==> config.mk <==
export PLATFORM = sky130hd
export DESIGN_NAME = pitt_diff_flat
export DESIGN_NICKNAME = d
export VERILOG_FILES = /design/src/pitt_pkg.sv /design/src/pitt_in_if.sv /design/src/pitt_diff.sv /design/src/flat_wrapper.sv
export SDC_FILE = /design/constraint.sdc
export NUM_CORES = 1
export LEC_CHECK = 0
export BUFFER_PORTS_ARGS = -buffer_cell sky130_fd_sc_hd__buf_2
export CORE_ASPECT_RATIO = 1.5
export CORE_MARGIN = 10
export CORE_UTILIZATION = 53
export DETAILED_ROUTE_END_ITERATION = 12
export PLACE_DENSITY_LB_ADDON = 0.05
export SYNTH_ARGS = -nofsm -noshare
export SYNTH_HDL_FRONTEND = slang
export SYNTH_SLANG_ARGS = --single-unit
==> constraint.sdc <==
create_clock -name clk -period 4.4 [get_ports clk]
set_input_delay 0.44 -clock clk [delete_from_list [all_inputs] [get_ports clk]]
set_output_delay 0.44 -clock clk [all_outputs]
set_load 0.005 [all_outputs]
==> src/pitt_pkg.sv <==
`timescale 1ns / 1ps
// ----------------------------------------------------------------------------
// pitt_pkg
// Shared types and fixed constants of the point-in-triangle test pipeline.
// ----------------------------------------------------------------------------
package pitt_pkg;

  // bit gained by a coordinate difference
  localparam int DIFF_EXT = 1;

  // bit gained by the difference of two products
  localparam int CROSS_EXT = 1;

  typedef struct packed {
    logic inside_res;
    logic degenerate;
  } pitt_res_t;

endpackage

==> src/pitt_in_if.sv <==
`timescale 1ns / 1ps
// ----------------------------------------------------------------------------
// pitt_in_if
// Input channel: triangle vertices a, b, c and query point p per beat.
// ----------------------------------------------------------------------------
interface pitt_in_if #(
  parameter int COORD_WIDTH = 16
);
  logic                          valid;
  logic                          ready;
  logic signed [COORD_WIDTH-1:0] a_x;
  logic signed [COORD_WIDTH-1:0] a_y;
  logic signed [COORD_WIDTH-1:0] b_x;
  logic signed [COORD_WIDTH-1:0] b_y;
  logic signed [COORD_WIDTH-1:0] c_x;
  logic signed [COORD_WIDTH-1:0] c_y;
  logic signed [COORD_WIDTH-1:0] p_x;
  logic signed [COORD_WIDTH-1:0] p_y;

  modport source (
    output valid, a_x, a_y, b_x, b_y, c_x, c_y, p_x, p_y,
    input  ready
  );

  modport sink (
    input  valid, a_x, a_y, b_x, b_y, c_x, c_y, p_x, p_y,
    output ready
  );
endinterface

==> src/pitt_diff.sv <==
`timescale 1ns / 1ps
// ----------------------------------------------------------------------------
// pitt_diff
// Stage 1: edge vectors ab, ac and offset ap relative to vertex a.
// ----------------------------------------------------------------------------
module pitt_diff
  import pitt_pkg::*;
#(
  parameter int COORD_WIDTH = 16
) (
  input  logic                                    clk,
  input  logic                                    rst_n,
  pitt_in_if.sink                                 in_bus,
  output logic                                    valid_o,
  input  logic                                    ready_i,
  output logic signed [COORD_WIDTH+DIFF_EXT-1:0]  ab_x_o,
  output logic signed [COORD_WIDTH+DIFF_EXT-1:0]  ab_y_o,
  output logic signed [COORD_WIDTH+DIFF_EXT-1:0]  ac_x_o,
  output logic signed [COORD_WIDTH+DIFF_EXT-1:0]  ac_y_o,
  output logic signed [COORD_WIDTH+DIFF_EXT-1:0]  ap_x_o,
  output logic signed [COORD_WIDTH+DIFF_EXT-1:0]  ap_y_o
);

  localparam int DW = COORD_WIDTH + DIFF_EXT;

  logic                 valid_r;
  logic                 adv;
  logic signed [DW-1:0] ab_x_r, ab_y_r, ac_x_r, ac_y_r, ap_x_r, ap_y_r;
  logic signed [DW-1:0] ab_x_nxt, ab_y_nxt, ac_x_nxt, ac_y_nxt, ap_x_nxt, ap_y_nxt;

  assign adv          = !valid_r || ready_i;
  assign in_bus.ready = adv;

  always_comb begin
    ab_x_nxt = DW'(in_bus.b_x) - DW'(in_bus.a_x);
    ab_y_nxt = DW'(in_bus.b_y) - DW'(in_bus.a_y);
    ac_x_nxt = DW'(in_bus.c_x) - DW'(in_bus.a_x);
    ac_y_nxt = DW'(in_bus.c_y) - DW'(in_bus.a_y);
    ap_x_nxt = DW'(in_bus.p_x) - DW'(in_bus.a_x);
    ap_y_nxt = DW'(in_bus.p_y) - DW'(in_bus.a_y);
  end

  always_ff @(posedge clk) begin
    if (!rst_n) begin
      valid_r <= 1'b0;
    end else if (adv) begin
      valid_r <= in_bus.valid;
    end
  end

  always_ff @(posedge clk) begin
    if (adv && in_bus.valid) begin
      ab_x_r <= ab_x_nxt;
      ab_y_r <= ab_y_nxt;
      ac_x_r <= ac_x_nxt;
      ac_y_r <= ac_y_nxt;
      ap_x_r <= ap_x_nxt;
      ap_y_r <= ap_y_nxt;
    end
  end

  assign valid_o = valid_r;
  assign ab_x_o  = ab_x_r;
  assign ab_y_o  = ab_y_r;
  assign ac_x_o  = ac_x_r;
  assign ac_y_o  = ac_y_r;
  assign ap_x_o  = ap_x_r;
  assign ap_y_o  = ap_y_r;

endmodule

==> src/flat_wrapper.sv <==
// flat-port wrapper written by rule: the top's interface ports become plain ports
module pitt_diff_flat import pitt_pkg::*;
#(
  parameter int COORD_WIDTH = 16
)
  (clk, rst_n, valid_o, ready_i, ab_x_o, ab_y_o, ac_x_o, ac_y_o, ap_x_o, ap_y_o, in_bus_valid, in_bus_a_x, in_bus_a_y, in_bus_b_x, in_bus_b_y, in_bus_c_x, in_bus_c_y, in_bus_p_x, in_bus_p_y, in_bus_ready);
  pitt_in_if #(.COORD_WIDTH(COORD_WIDTH)) in_bus_i ();
  input  logic clk;
  input  logic rst_n;
  output logic valid_o;
  input  logic ready_i;
  output logic signed [COORD_WIDTH+DIFF_EXT-1:0] ab_x_o;
  output logic signed [COORD_WIDTH+DIFF_EXT-1:0] ab_y_o;
  output logic signed [COORD_WIDTH+DIFF_EXT-1:0] ac_x_o;
  output logic signed [COORD_WIDTH+DIFF_EXT-1:0] ac_y_o;
  output logic signed [COORD_WIDTH+DIFF_EXT-1:0] ap_x_o;
  output logic signed [COORD_WIDTH+DIFF_EXT-1:0] ap_y_o;
  input wire logic [$bits(in_bus_i.valid)-1:0] in_bus_valid;
  input wire logic [$bits(in_bus_i.a_x)-1:0] in_bus_a_x;
  input wire logic [$bits(in_bus_i.a_y)-1:0] in_bus_a_y;
  input wire logic [$bits(in_bus_i.b_x)-1:0] in_bus_b_x;
  input wire logic [$bits(in_bus_i.b_y)-1:0] in_bus_b_y;
  input wire logic [$bits(in_bus_i.c_x)-1:0] in_bus_c_x;
  input wire logic [$bits(in_bus_i.c_y)-1:0] in_bus_c_y;
  input wire logic [$bits(in_bus_i.p_x)-1:0] in_bus_p_x;
  input wire logic [$bits(in_bus_i.p_y)-1:0] in_bus_p_y;
  output wire logic [$bits(in_bus_i.ready)-1:0] in_bus_ready;
  assign in_bus_i.valid = in_bus_valid;
  assign in_bus_i.a_x = in_bus_a_x;
  assign in_bus_i.a_y = in_bus_a_y;
  assign in_bus_i.b_x = in_bus_b_x;
  assign in_bus_i.b_y = in_bus_b_y;
  assign in_bus_i.c_x = in_bus_c_x;
  assign in_bus_i.c_y = in_bus_c_y;
  assign in_bus_i.p_x = in_bus_p_x;
  assign in_bus_i.p_y = in_bus_p_y;
  assign in_bus_ready = in_bus_i.ready;
  pitt_diff #(.COORD_WIDTH(COORD_WIDTH)) u_core (.clk(clk), .rst_n(rst_n), .in_bus(in_bus_i), .valid_o(valid_o), .ready_i(ready_i), .ab_x_o(ab_x_o), .ab_y_o(ab_y_o), .ac_x_o(ac_x_o), .ac_y_o(ac_y_o), .ap_x_o(ap_x_o), .ap_y_o(ap_y_o));
endmodule
==> impl_results.md <==
* Slowest CP cell: o31ai_1
* CTS clock-pin slew for the worst setup and hold paths at ~0.080 ns
* Syn Nets at 989
* Syn-to-layout area delta at 22.5%
* Syn Inst Count at between 700 and 800
* Dominant cell by count in the synthesized netlist: edfxtp_1
* Hold buffer count at cts at 0
* Worst Setup SP: in_bus_a_y[3]
* Hold path startpoint: rst_n
* Worst Path Required at 4.50 ns
* Mean Syn Cell Area at ~10 um^2
* Total GRT Usage at about a fifth
* # rows at 53
* Largest area contributor in the netlist: edfxtp_1
* Pre-CTS setup slack at around 1.7 ns
* Post-synthesis sequential area ratio at about two fifths
* Aggregate routed wire length at about 21000 um
* Clk_skew at 0.00544 ns
* Critical Path AT at ~2.5 ns
* Post-route ant nets at 0
* H-tree depth at 3
* Number of synthesized register bits at between 100 and 150
* Final #Nets at 1235
* Post-DR vias/cell at approximately 5.5
* Worst Hold Class: primary input to flip-flop
* Slew @ Worst Pin at roughly 0.66 ns
* Max incr delay on CP at about 0.41 ns
* Post-route clock period utilization at 53.5%
* Critical-path cell list: buf_2 -> inv_1 -> ha_1 -> a211oi_1 -> nand3_1 -> a21bo_2 -> o31ai_1 -> nor3_1 -> a311o_1
* Grt ovf at 0
* Post-synth EDFFs at a little over 100
* CTS buffer count at 9
* Gpl congestion at between 0.9 and 1
* Reg-to-Reg Start: u_core.valid_o$_SDFFE_PN0N_
* Post-CTS Setup Inserts at 0
* Clock sink count at 103
* Pleak at approximately 4.3 nW
* Yosys Warn Count at 0
* Setup slack, reg-to-reg at 2.48 ns
* Final setup violation count at 0
* Crit end category: flip-flop
* Crit Path Category: primary input to flip-flop
* Total core area at between 10000 and 15000 um^2
* # Max-Cap Violations at 0
* CP max FO at 5
* Worst-Skew Late Latency at about 0.35 ns
* Io pins at ~240
* CP Launch Type: primary input
* First-pass iteration count of the detailed router at 5
* Worst path bufs/invs at 2
* PwrDens at around 330 nW/um^2
* RSZ-0062 raised after global routing: no
* Pin count of the biggest net entering global routing at 49
* Setup TNS at 0 ns
* CTS root buf: clkbuf_16
* Slew HR at 55.7%
* Starting Density at a little over half
* Fmax at between 0.4 and 0.5 GHz
* DPL Wire Length at around 18000 um
* Status: completed
* Vias in the first global route at ~7k
* CTS tree: done
* Slew Viols, Final at 0
* Cell Area, Synth at approximately 7700 um^2
* Post-synth top cells: edfxtp_1, ha_1, inv_1
* Via Count at 6540
* Layout cells sized above 1 at 26.0%
* Die height at roughly 170 um
* Post-CTS sizing at 0
* Synth cell types at 63
* DR iter-0 viols at 353
* CTS Buffer Depth at 2
* ANT cells at 0
* Critical path's top delay family: compound AO/OA/AOI/OAI gates
* Die X at between 100 and 150 um
* First-pass GRT wire length at between 30000 and 40000 um
* Yosys top cell area share at around two fifths
* Minimum clock period at roughly 2.4 ns
* Initial antenna violation count at 0
* VDD IR max at between 0.2 and 0.25 mV
* DIE AREA at between 15000 and 20000 um^2
* Slack of the critical path at about 2.0 ns
* Per-cell routed wire length at approximately 18 um
* Port bufs at 235
* DRC at 0
* Async SR Flop Fraction at 0%
* Primary FF master, synth: edfxtp_1
* Final Hold Viols at 0
* Area contributors post-synth: edfxtp_1, ha_1, xnor2_1, a21oi_1, inv_1
[sequential cells by signal, indices dropped and copies added, names as in the netlist]
register / count
u_core.ab_x_o: 17
u_core.ab_y_o: 17
u_core.ac_x_o: 17
u_core.ac_y_o: 17
u_core.ap_x_o: 17
u_core.ap_y_o: 17
u_core.valid_o: 1
[power breakdown]
| part | switching (W) | leakage, nW | total, W | internal, W |
|---|---|---|---|---|
| clock network | 0.000391 | 0.145 | 0.000839 | 0.000449 |
| registers | 0.0000327 | 0.994 | 0.00129 | 0.00125 |
| logic | 0.000519 | 3.16 | 0.000946 | 0.000426 |
| total | 0.000942 | 4.30 | 0.00307 | 0.00213 |
[routing by layer]
metal / GRT usage, % / routed length [um] / part of all wire (%) / vias up
met4: 7.01 / 478 / 2.2 / 0
met3: 5.42 / 1420 / 6.6 / 30
li1: - / - / - / 3303
met2: 40.1 / 11600 / 54 / 203
met5: 0 / 0 / 0 / -
met1: 20.6 / 7860 / 37 / 3004
[layout by cell type, fill, tap and decap left out, types with 7 or more instances in the layout]
cell,count
buf_2,235
clkbuf_16,9
nand2b_1,19
nor2_1,54
a31oi_1,10
o21ai_0,36
nand3_1,14
edfxtp_1,102
inv_1,67
o21ai_1,13
xor2_1,18
o21a_1,20
a21oi_1,64
xnor2_1,50
and4_1,7
nor2b_1,17
a21o_1,17
ha_1,96
o211ai_1,8
nor3_1,10
a211oi_1,12
nand2_1,37
[path summary, 6_finish.rpt]
kind / end / depth (start not counted)
hold / removal: u_core.valid_o$_SDFFE_PN0N_ / 2
setup / recovery: u_core.ab_y_o[14]$_DFFE_PP_ / 9
setup reg to reg: u_core.ab_x_o[0]$_DFFE_PP_ / 3
hold reg to reg: u_core.valid_o$_SDFFE_PN0N_ / 2
[layout make-up]
| type | instances | area [um^2] |
|---|---|---|
| Tap cell | 192 | 240 |
| Multi-Input combinational cell | 583 | 4330 |
| Clock buffer | 9 | 225 |
| Timing Repair Buffer | 237 | 1190 |
| Sequential cell | 103 | 3080 |
| Inverter | 67 | 251 |
| Fill cell | 1223 | 4720 |
| Clock inverter | 7 | 76.3 |
[logic make-up after synthesis]
kind of cell,count (synthesis),share of synthesized area (%)
AOI/OAI and AO/OA,230,19.5
muxes,1,0.130
xor gates and xnor gates,68,7.76
DFF,103,40.2
buffers and inverters,69,3.38
adders and majority gates,102,17.2
and+or+nand+nor,182,11.9
[per-stage QoR]
| stage | area, um^2 | hold WS (ns) | std cells | power, W | util (%) |
|---|---|---|---|---|---|
| 6_report | 9400 | 0.341 | 1198 | 0.00307 | 66.6 |
| 5_1_grt | 9400 | 0.337 | 1198 | 0.00324 | 66.6 |
| 4_1_cts | 9400 | 0.336 | 1198 | 0.00309 | 66.6 |
| 3_5_place_dp | 9100 | 0.535 | 1182 | 0.00225 | 64.4 |
| 3_3_place_gp | 9100 | 0.522 | 1182 | 0.00224 | 64.4 |
| 2_1_floorplan | 7670 | 0.537 | 755 | 0.00191 | - |
Power figures use the tool's default switching activity.
